<file path="config.mk">
export PLATFORM = sky130hd
export DESIGN_NAME = sorted_priority_queue
export DESIGN_NICKNAME = d
export VERILOG_FILES = /design/src/hw/rtl/spq_pkg.sv /design/src/hw/rtl/sorted_priority_queue.sv /design/src/hw/rtl/spq_cell.sv
export SDC_FILE = /design/constraint.sdc
export NUM_CORES = 2
export LEC_CHECK = 0
export CORE_MARGIN = 1
export CORE_UTILIZATION = 59
export CTS_CLUSTER_DIAMETER = 150
export DETAILED_ROUTE_END_ITERATION = 6
export DONT_BUFFER_PORTS = 1
export PLACE_DENSITY_LB_ADDON = 0.25
export SYNTH_ARGS = -nofsm -noshare
export SYNTH_HDL_FRONTEND = slang
export SYNTH_SLANG_ARGS = --single-unit
</file>
<file path="constraint.sdc">
create_clock -name clk_i -period 6.5 [get_ports clk_i]
set_input_delay 0.325 -clock clk_i [delete_from_list [all_inputs] [get_ports clk_i]]
set_output_delay 0.325 -clock clk_i [all_outputs]
set_load 0.01 [all_outputs]
</file>
<file path="src/hw/rtl/spq_pkg.sv">
// Shared types and codes for the sorted priority queue.
package spq_pkg;

  localparam int unsigned KeyBits    = 32;
  localparam int unsigned HandleBits = 16;
  localparam int unsigned CountBits  = 5;

  typedef enum logic [1:0] {
    ACT_INSERT = 2'd0,
    ACT_POP    = 2'd1,
    ACT_PRUNE  = 2'd2,
    ACT_FLUSH  = 2'd3
  } spq_action_e;

  typedef struct packed {
    spq_action_e                 action;
    logic signed [KeyBits-1:0]   key;
    logic [HandleBits-1:0]       handle;
  } spq_in_t;

  typedef struct packed {
    logic                        head_valid;
    logic signed [KeyBits-1:0]   head_key;
    logic [HandleBits-1:0]       head_handle;
    logic                        popped_valid;
    logic [HandleBits-1:0]       popped_handle;
    logic [CountBits-1:0]        entry_count;
    logic                        overflow;
  } spq_out_t;

  // Operation broadcast to every cell of the chain.
  typedef struct packed {
    logic                        en;
    spq_action_e                 action;
    logic signed [KeyBits-1:0]   key;
    logic [HandleBits-1:0]       handle;
  } spq_op_t;

endpackage

</file>
<file path="src/hw/rtl/sorted_priority_queue.sv">
// Top level of the sorted priority queue: cell chain, result stage and handshakes.
//
//  Channel | Direction | Handshake               | Payload
//  --------+-----------+-------------------------+---------------------------
//  in      | input     | in_valid_i / in_ready_o | in_data_i  (spq_in_t)
//  out     | output    | out_valid_o/out_ready_i | out_data_o (spq_out_t)
//
// In the accept cycle every cell of the chain updates in parallel; after that,
// once the output register is free, the head and the count are read off
// the chain into the output register. The result stage decides the rate.
// Reset clears all cell valid bits and the handshake state; cell payloads are
// left as they are. A stalled output holds the result and keeps the next
// request waiting in the result stage, which in turn holds in_ready_o low.
module sorted_priority_queue import spq_pkg::*; #(
  parameter int unsigned DEPTH       = 16,
  parameter int unsigned HANDLE_BITS = 16
) (
  input  logic     clk_i,
  input  logic     rst_ni,
  input  logic     in_valid_i,
  output logic     in_ready_o,
  input  spq_in_t  in_data_i,
  output logic     out_valid_o,
  input  logic     out_ready_i,
  output spq_out_t out_data_o
);

  localparam int unsigned CntW = $clog2(DEPTH + 1);

  logic                      valid_w  [DEPTH];
  logic signed [KeyBits-1:0] key_w    [DEPTH];
  logic [HANDLE_BITS-1:0]    handle_w [DEPTH];
  logic                      after_w  [DEPTH];

  logic     accept;
  logic     full;
  spq_op_t  op;

  logic                  pend_q;
  logic                  popped_valid_q, popped_valid_d;
  logic [HandleBits-1:0] popped_handle_q, popped_handle_d;
  logic                  overflow_q, overflow_d;
  logic                  out_valid_q;
  spq_out_t              out_data_q, out_data_d;
  logic                  load_out;
  logic [CntW-1:0]       count;

  // Accept one request at a time; hold off while the result is in flight.
  assign in_ready_o = !pend_q;
  assign accept     = in_valid_i && in_ready_o;
  assign full       = valid_w[DEPTH-1];

  // Drop an insert into a full queue: the chain sees no operation.
  always_comb begin
    op.en     = accept && !((in_data_i.action == ACT_INSERT) && full);
    op.action = in_data_i.action;
    op.key    = in_data_i.key;
    op.handle = in_data_i.handle;
  end

  for (genvar i = 0; i < DEPTH; i++) begin : g_cell
    logic                      lv, rv, la;
    logic signed [KeyBits-1:0] lk, rk;
    logic [HANDLE_BITS-1:0]    lh, rh;

    // The head cell sees a virtual left neighbor that always keeps its place.
    if (i == 0) begin : g_head
      assign lv = 1'b1;
      assign lk = in_data_i.key;
      assign lh = HANDLE_BITS'(in_data_i.handle);
      assign la = 1'b1;
    end else begin : g_mid
      assign lv = valid_w[i-1];
      assign lk = key_w[i-1];
      assign lh = handle_w[i-1];
      assign la = after_w[i-1];
    end

    // The tail cell pulls in an empty slot on pop.
    if (i == DEPTH - 1) begin : g_tail
      assign rv = 1'b0;
      assign rk = key_w[i];
      assign rh = handle_w[i];
    end else begin : g_body
      assign rv = valid_w[i+1];
      assign rk = key_w[i+1];
      assign rh = handle_w[i+1];
    end

    spq_cell #(
      .HANDLE_BITS(HANDLE_BITS)
    ) u_cell (
      .clk_i         (clk_i),
      .rst_ni        (rst_ni),
      .op_i          (op),
      .left_valid_i  (lv),
      .left_key_i    (lk),
      .left_handle_i (lh),
      .left_after_i  (la),
      .right_valid_i (rv),
      .right_key_i   (rk),
      .right_handle_i(rh),
      .valid_o       (valid_w[i]),
      .key_o         (key_w[i]),
      .handle_o      (handle_w[i]),
      .after_o       (after_w[i])
    );
  end

  // Capture the per-request flags that depend on the chain before the update.
  always_comb begin
    popped_valid_d  = popped_valid_q;
    popped_handle_d = popped_handle_q;
    overflow_d      = overflow_q;
    if (accept) begin
      popped_valid_d  = (in_data_i.action == ACT_POP) && valid_w[0];
      popped_handle_d = popped_valid_d ? HandleBits'(handle_w[0]) : '0;
      overflow_d      = (in_data_i.action == ACT_INSERT) && full;
    end
  end

  // Valid bits form a thermometer; the count is the index past its last one.
  always_comb begin
    count = '0;
    for (int i = 0; i < DEPTH; i++) begin
      if (valid_w[i] && ((i == DEPTH - 1) || !valid_w[(i + 1) % DEPTH])) begin
        count = count | CntW'(i + 1);
      end
    end
  end

  assign load_out = pend_q && (!out_valid_q || out_ready_i);

  always_comb begin
    out_data_d.head_valid    = valid_w[0];
    out_data_d.head_key      = valid_w[0] ? key_w[0] : '0;
    out_data_d.head_handle   = valid_w[0] ? HandleBits'(handle_w[0]) : '0;
    out_data_d.popped_valid  = popped_valid_q;
    out_data_d.popped_handle = popped_handle_q;
    out_data_d.entry_count   = CountBits'(count);
    out_data_d.overflow      = overflow_q;
  end

  always_ff @(posedge clk_i or negedge rst_ni) begin
    if (!rst_ni) begin
      pend_q      <= 1'b0;
      out_valid_q <= 1'b0;
    end else begin
      if (accept) begin
        pend_q <= 1'b1;
      end else if (load_out) begin
        pend_q <= 1'b0;
      end
      if (load_out) begin
        out_valid_q <= 1'b1;
      end else if (out_ready_i) begin
        out_valid_q <= 1'b0;
      end
    end
  end

  always_ff @(posedge clk_i) begin
    popped_valid_q  <= popped_valid_d;
    popped_handle_q <= popped_handle_d;
    overflow_q      <= overflow_d;
    if (load_out) begin
      out_data_q <= out_data_d;
    end
  end

  assign out_valid_o = out_valid_q;
  assign out_data_o  = out_data_q;

endmodule

</file>
<file path="src/hw/rtl/spq_cell.sv">
// One cell of the queue chain: holds one entry and trades it with its neighbors.
module spq_cell import spq_pkg::*; #(
  parameter int unsigned HANDLE_BITS = 16
) (
  input  logic                     clk_i,
  input  logic                     rst_ni,
  input  spq_op_t                  op_i,
  input  logic                     left_valid_i,
  input  logic signed [KeyBits-1:0] left_key_i,
  input  logic [HANDLE_BITS-1:0]   left_handle_i,
  input  logic                     left_after_i,
  input  logic                     right_valid_i,
  input  logic signed [KeyBits-1:0] right_key_i,
  input  logic [HANDLE_BITS-1:0]   right_handle_i,
  output logic                     valid_o,
  output logic signed [KeyBits-1:0] key_o,
  output logic [HANDLE_BITS-1:0]   handle_o,
  output logic                     after_o
);

  logic                      valid_q, valid_d;
  logic signed [KeyBits-1:0] key_q, key_d;
  logic [HANDLE_BITS-1:0]    handle_q, handle_d;

  // The new entry goes behind this cell when this cell holds a smaller key.
  assign after_o = valid_q && (key_q < op_i.key);

  always_comb begin
    valid_d  = valid_q;
    key_d    = key_q;
    handle_d = handle_q;
    if (op_i.en) begin
      unique case (op_i.action)
        ACT_INSERT: begin
          valid_d = valid_q | left_valid_i;
          if (!after_o) begin
            if (left_after_i) begin
              key_d    = op_i.key;
              handle_d = HANDLE_BITS'(op_i.handle);
            end else begin
              key_d    = left_key_i;
              handle_d = left_handle_i;
            end
          end
        end
        ACT_POP: begin
          valid_d  = right_valid_i;
          key_d    = right_key_i;
          handle_d = right_handle_i;
        end
        ACT_PRUNE: valid_d = valid_q && !(key_q > op_i.key);
        ACT_FLUSH: valid_d = 1'b0;
        default:   valid_d = valid_q;
      endcase
    end
  end

  always_ff @(posedge clk_i or negedge rst_ni) begin
    if (!rst_ni) begin
      valid_q <= 1'b0;
    end else begin
      valid_q <= valid_d;
    end
  end

  always_ff @(posedge clk_i) begin
    key_q    <= key_d;
    handle_q <= handle_d;
  end

  assign valid_o  = valid_q;
  assign key_o    = key_q;
  assign handle_o = handle_q;

endmodule
</file>
==> Yosys cells after proc, flatten, opt, wreduce, memory -nomap -nowiden <==
Cells that the tools add are included.
{ "totals": {"out_inout_bits": 74, "inputBits": 54, "latch_bits": 0, "mem_bits_rw": 0, "reg_bits": 876, "mem_count": 0, "rom_bits": 0, "word_cells": 360} }
{ "classes": {"add_sub_neg": 0, "bitwise_logic": 16, "shifts": 0, "div_mod_pow": 0, "n_lt_le_gt_ge": 32, "eq_ne": 18, "reduce_logical": 108, "n_mul": 0, "muxes": 125} }
{ "ops": {"columns": ["op", "count"], "rows": [
  ["$mux 32", 30],
  ["$pmux 32 s2", 15],
  ["$gt 32x32->1", 16],
  ["$lt 32x32->1", 16],
  ["$mux 16", 30],
  ["$pmux 16 s2", 15],
  ["$pmux 1 s4", 15],
  ["$logic_and 1x1->1", 52],
  ["$reduce_and 3->1", 16],
  ["$logic_not 1->1", 34],
  ["$mux 4", 8],
  ["$ne 2x2->1 const B", 15],
  ["$or 1x1->1", 15],
  ["$mux 3", 4],
  ["$reduce_bool 2->1", 3],
  ["$mux 1", 5],
  ["$eq 2x2->1 const B", 2],
  ["$mux 2", 2],
  ["$pmux 1 s3", 1],
  ["$eq 2x1->1 const B", 1],
  ["$logic_not 2->1", 1],
  ["$reduce_or 2->1", 1],
  ["$logic_or 1x1->1", 1],
  ["$not 1->1", 1]
]} }

==> Longest topological paths before layout <==
{ "logic_depth": {"word_depth": 17, "mapped_depth": 13, "depth_no_buf": 10} }

==> Cells and area by module <==
From an unflattened synthesis, not the netlist that was laid out.
{ "hier_totals": {"hier_cells": 5561, "area_unflattened_um2": 56974.6} }
{ "by_module_without_submodules": {"columns": ["module", "cells_per_inst", "area_per_inst_um2", "seq_area_each_um2", "instances"], "rows": [
  ["spq_cell at g_cell[0].u_cell ...", 334, 3344.5, 1466.4, 14],
  ["spq_cell at g_cell[8].u_cell ...", 343, 3372.0, 1466.4, 2],
  ["sorted_priority_queue", 199, 3408.3, 2752.6, 1]
]} }

==> Worst setup path after synthesis <==
Ideal clock, no wire load.
{ "synth_path": {"path_kind": "input-to-reg", "startpoint": "input port in_data_i[29] (netlist bit)", "endpoint": "register g_cell[2].u_cell.handle_q[0], enable pin", "required_time_ns": 5.973, "slack_ns": -0.163, "t_arrival_ns": 6.136, "setup_time_ns": 0.527, "path_buffers": 3, "path_stages": 12, "path_cell_list": "inv_1 -> ha_1 -> a21o_1 -> a21o_1 -> a221oi_1 -> o211ai_1 -> mux2_2 -> and3_1 -> clkbuf_1 -> buf_2 -> buf_2 -> a21boi_0"} }
{ "synth_between": {"elab_chain_len": 4} }
{ "synth_lines": {"columns": ["item", "line", "source"], "rows": [
  ["start, declared", "sorted_priority_queue.sv:22", "input spq_in_t in_data_i,"],
  ["$lt 32x32->1", "spq_cell.sv:26", "assign after_o = valid_q && (key_q < op_i.key);"],
  ["$logic_and 1x1->1", "spq_cell.sv:26", null],
  ["$ne 2x2->1 (no line)", null, null],
  ["$reduce_and 3->1 (no line)", null, null],
  ["end signal, assigned", "spq_cell.sv:68", "handle_q <= handle_d;"],
  ["end, declared", "spq_cell.sv:23", "logic [HANDLE_BITS-1:0] handle_q, handle_d;"]
]} }
No other way between the ends.
A chain may end at the register's enable or synchronous reset.

==> Worst setup path after layout <==
{ "layout_path": {"startpoint": "input port in_data_i[45] (netlist bit)", "endpoint": "register g_cell[4].u_cell.key_q[18] (data pin)"} }
{ "layout_between": {"elab_chain_len": 5} }
{ "layout_lines": {"columns": ["item", "line", "source"], "rows": [
  ["$lt 32x32->1", "spq_cell.sv:26", null],
  ["$logic_and 1x1->1", "spq_cell.sv:26", null],
  ["$mux 32", "spq_cell.sv:37", "if (left_after_i) begin"],
  ["$mux 32", "spq_cell.sv:36", "if (!after_o) begin"],
  ["$pmux 32 s2", "spq_cell.sv:33", "unique case (op_i.action)"],
  ["end signal, assigned", "spq_cell.sv:67", "key_q <= key_d;"],
  ["end, declared", "spq_cell.sv:22", "logic signed [KeyBits-1:0] key_q, key_d;"]
]} }
No other way between the ends. The select of a mux whose other input is x is not followed.

==> impl_metrics.json <==
{
  "min_to": "g_cell[5].u_cell.key_o[14]$_DFFE_PP_",
  "dr.pass1.iters": 7,
  "hp-start": "in_data_i[30]",
  "fin_ws_ns": 1.13,
  "gp_congestion": 1.03,
  "max_slew_margin_pct": 0.897,
  "grt_first_pass_wirelength_mm": 278,
  "fp-row-count": 109,
  "min_period_ns": 5.37,
  "overflow": 0,
  "cts_tree": "yes",
  "r2r_end": "g_cell[6].u_cell.key_o[3]$_DFFE_PP_",
  "hold_path.class": "in -> reg",
  "boundaryPins": 128,
  "drive_gt1_share_pct": 8.03,
  "max_freq_mhz": 186,
  "synth_ff_type": "edfxtp_1",
  "violations": "DRC, capacitance limit",
  "reg2reg_slack_ns": 1.14,
  "hold_depth": 2,
  "netlist_area_um2": 52900,
  "rsz0062_at_grt": "false",
  "portBuffers": 0,
  "cts_buffers": 97,
  "grt_max_degree": 217,
  "drt-total-wl_mm": 193,
  "hold_ws_ns": 0.0237,
  "synthesis.instances": 4759,
  "cp-start-kind": "input pin",
  "syn_to_final_growth_pct": 9.57,
  "synthArstFlopShare_pct": 2.05,
  "clk_latency_ns": 0.71,
  "fin_nets": 5246,
  "clkSinkCount": 876,
  "cap_violations": 1,
  "reg2reg_depth": 10,
  "worstPathRequired_ns": 6.92,
  "layout.cells.non_filler": 5934,
  "powerDensity_nw_per_um2": 316,
  "yosysSeqAreaShare_pct": 49.5,
  "yosysUniqueCellTypes": 67,
  "synth_seq_cells": 876,
  "finClkSkew_ns": 0.0496,
  "synthesis.nets": 5325,
  "fin_crit_sh_pct": 82.6,
  "worstSetupStartpoint": "in_data_i[45]",
  "worstPathArrival_ns": 5.78,
  "synth_edf_count": 858,
  "dp.cells": 5691,
  "dp_hpwl_mm": 128,
  "setup_violations": 0,
  "vias": 43400,
  "syn_avg_cell_area_um2": 11.1,
  "grt_pass1_vias": 41057,
  "track_usage_pct": 41.8,
  "critPathMaxFanout": 22,
  "final_antenna_net_count": 0,
  "core_area_um2": 88600,
  "ctsHtreeMaxLevel": 3,
  "p_leak_nw": 23.3,
  "dieArea_um2": 90900,
  "status": "finished with violations",
  "die_height_um": 302,
  "root_buffer": "clkbuf_16",
  "r2r-start": "g_cell[6].u_cell.key_o[13]$_DFFE_PP_",
  "ir_worst_vdd_v": 0.000261,
  "drt_first_iter_violations": 6941,
  "slew_viol_final": 0,
  "viasPerCell": 7.31,
  "hold_violations": 0,
  "yosysWarnings": 0,
  "finalSetupTns_ns": 0,
  "start_util_pct": 59.7,
  "grt_antenna_before_repair": 9,
  "die_x_um": 302,
  "cts-resized-gates": 0,
  "max_slew.worst_pin.slew_ns": 1.47,
  "clk_pin_slew_ns": 0.06,
  "wl_per_cell_um": 32.5,
  "critPathCaptureType": "flip-flop",
  "place_ws_ns": 1.08,
  "criticalPathCategory": "in -> reg",
  "clock_path_buffers": 3,
  "drc": 6
}
==> cells in the final DEF (no fill, tap or decap), types with 15 or more instances in the layout <==
cell type and n:
mux2i_1 98, and3_1 101, nor2_1 275, dlygate4sd3_1 54, a22oi_1 22, clkinv_2 24
buf_4 109, clkbuf_16 98, inv_1 188, a21o_1 197, and2_1 144, mux2_2 49
dfrtp_1 17, nor2b_1 15, o21ai_0 88, a22o_1 79, a21oi_1 367, clkbuf_1 17
and4_1 15, a221o_1 353, edfxtp_1 858, o22ai_1 18, clkinv_1 17, nand3_1 146
ha_1 512, nand2_1 332, o211ai_1 119, nand4_1 74, nor3_1 122, nor4_1 27
==> cell families (layout without fill, tap and decap cells) <==
kind of cell    Yosys count  in the layout  synth area share [%]
simple gates           1317           1317                  12.2
buf+inv                 540            540                  4.05
xor+xnor                  1              1                0.0166
fa+ha+maj               512            512                  12.1
compound gates         1365           1365                  19.2
flops                   876            876                  49.5
mux                     148            148                  2.91
other cells               0             10                     0
==> registers in the layout (all words and copies together), names as in the netlist <==
signal                  count
g_cell.u_cell.key_o       512
overflow_q                  1
g_cell.u_cell.valid_o      16
out_data_o                 72
out_valid_o                 1
popped_valid_q              1
popped_handle_q            16
g_cell.u_cell.handle_o    256
pend_q                      1
==> worst max-delay path: stages <==
cell and delay, ns:
dlygate4sd3_1 0.87, inv_1 0.12, buf_4 0.25, ha_1 0.36, a21o_1 0.19, a21o_1 0.18
a221oi_1 0.77, o21ai_0 0.59, a22oi_1 0.35, o211a_2 0.81, nor2_4 0.24, buf_4 0.34
a221o_1 0.35
==> Yosys cell counts, types with 5 or more instances <==
cell type  count  area, um^2
a31oi_1       11        68.8
and3_1       102         638
a221o_1      353        3530
o22ai_1       18         113
a211oi_1      11        82.6
clkbuf_1     277        1040
mux2i_1       99         991
o221ai_1       9        78.8
nand2_1      333        1250
a221oi_1       7        61.3
and4_1        15         131
mux2_2        49         552
a21boi_0      11        82.6
a22o_1        79         692
and2_1       146         913
buf_2         38         190
nand2b_1      12        75.1
o21ai_0       88         440
inv_1        188         706
ha_1         512        6410
or3_1          7        43.8
o21a_1        19         143
or4_1          6        45.0
or2_2          8        50.1
nand3_1      150         751
nor4_1        30         188
a22oi_1       22         165
a21oi_1      369        1850
a21o_1       197        1480
buf_6          8        90.1
nor2_2         6        37.5
dfrtp_1       18         450
a41oi_1        5        43.8
nor2b_1       15        93.8
nand4_1       74         463
edfxtp_1     858       25800
nor3_1       122         611
buf_1         27         101
o211a_1        8        80.1
o211ai_1     119         893
nor2_1       279        1050
==> worst max path at each step <==
stage / to / slack [ns] / depth (start not counted)
final: g_cell[4].u_cell.key_o[18]$_DFFE_PP_ / 1.13 / 13
after global routing: g_cell[6].u_cell.key_o[3]$_DFFE_PP_ / 1.03 / 13
after CTS: g_cell[6].u_cell.key_o[3]$_DFFE_PP_ / 1.38 / 10
after detailed placement: g_cell[6].u_cell.key_o[6]$_DFFE_PP_ / 1.08 / 12
after global placement: g_cell[9].u_cell.key_o[1]$_DFFE_PP_ / 1.19 / 11
after floorplan: g_cell[12].u_cell.handle_o[0]$_DFFE_PP_ / 0.008 / 10
==> metal layers <==
layer	wire [um]	GRT usage, %
met2	82200	60.8
met5	41	0
met4	9610	19.3
met3	27500	12.0
met1	73300	57.7
==> per-stage QoR <==
step                      total power [W]  util, %  area (um^2)
after floorplan                    0.0107        -        52900
after global placement             0.0124     61.2        54300
after detailed placement           0.0125     61.2        54300
after CTS                          0.0181     65.4        58000
after global routing               0.0188     65.4        58000
final                              0.0183     65.4        58000
==> where the power goes <==
| part | internal (W) | switching, W | leakage (nW) |
|---|---|---|---|
| Combinational | 0.00176 | 0.00331 | 13.7 |
| Clock | 0.00310 | 0.00246 | 1.51 |
| Sequential | 0.00715 | 0.000515 | 8.16 |
==> repair_timing <==
| action | 4_1_cts | 5_1_grt |
|---|---|---|
| hold buffers | 55 | 0 |
| hold endpoints to repair | 678 | 0 |
| setup buffers | 0 | 0 |
==> area by class of cell <==
cell class	instances	area [um^2]
Antenna cell	10	25.0
Clock buffer	115	2520
Tap cell	1165	1460
Timing Repair Buffer	174	1580
Clock inverter	63	608
Multi-Input combinational cell	3343	24900
Fill cell	6732	30700
Sequential cell	876	26200
Inverter	188	706
(Power assumes the default switching activity.)
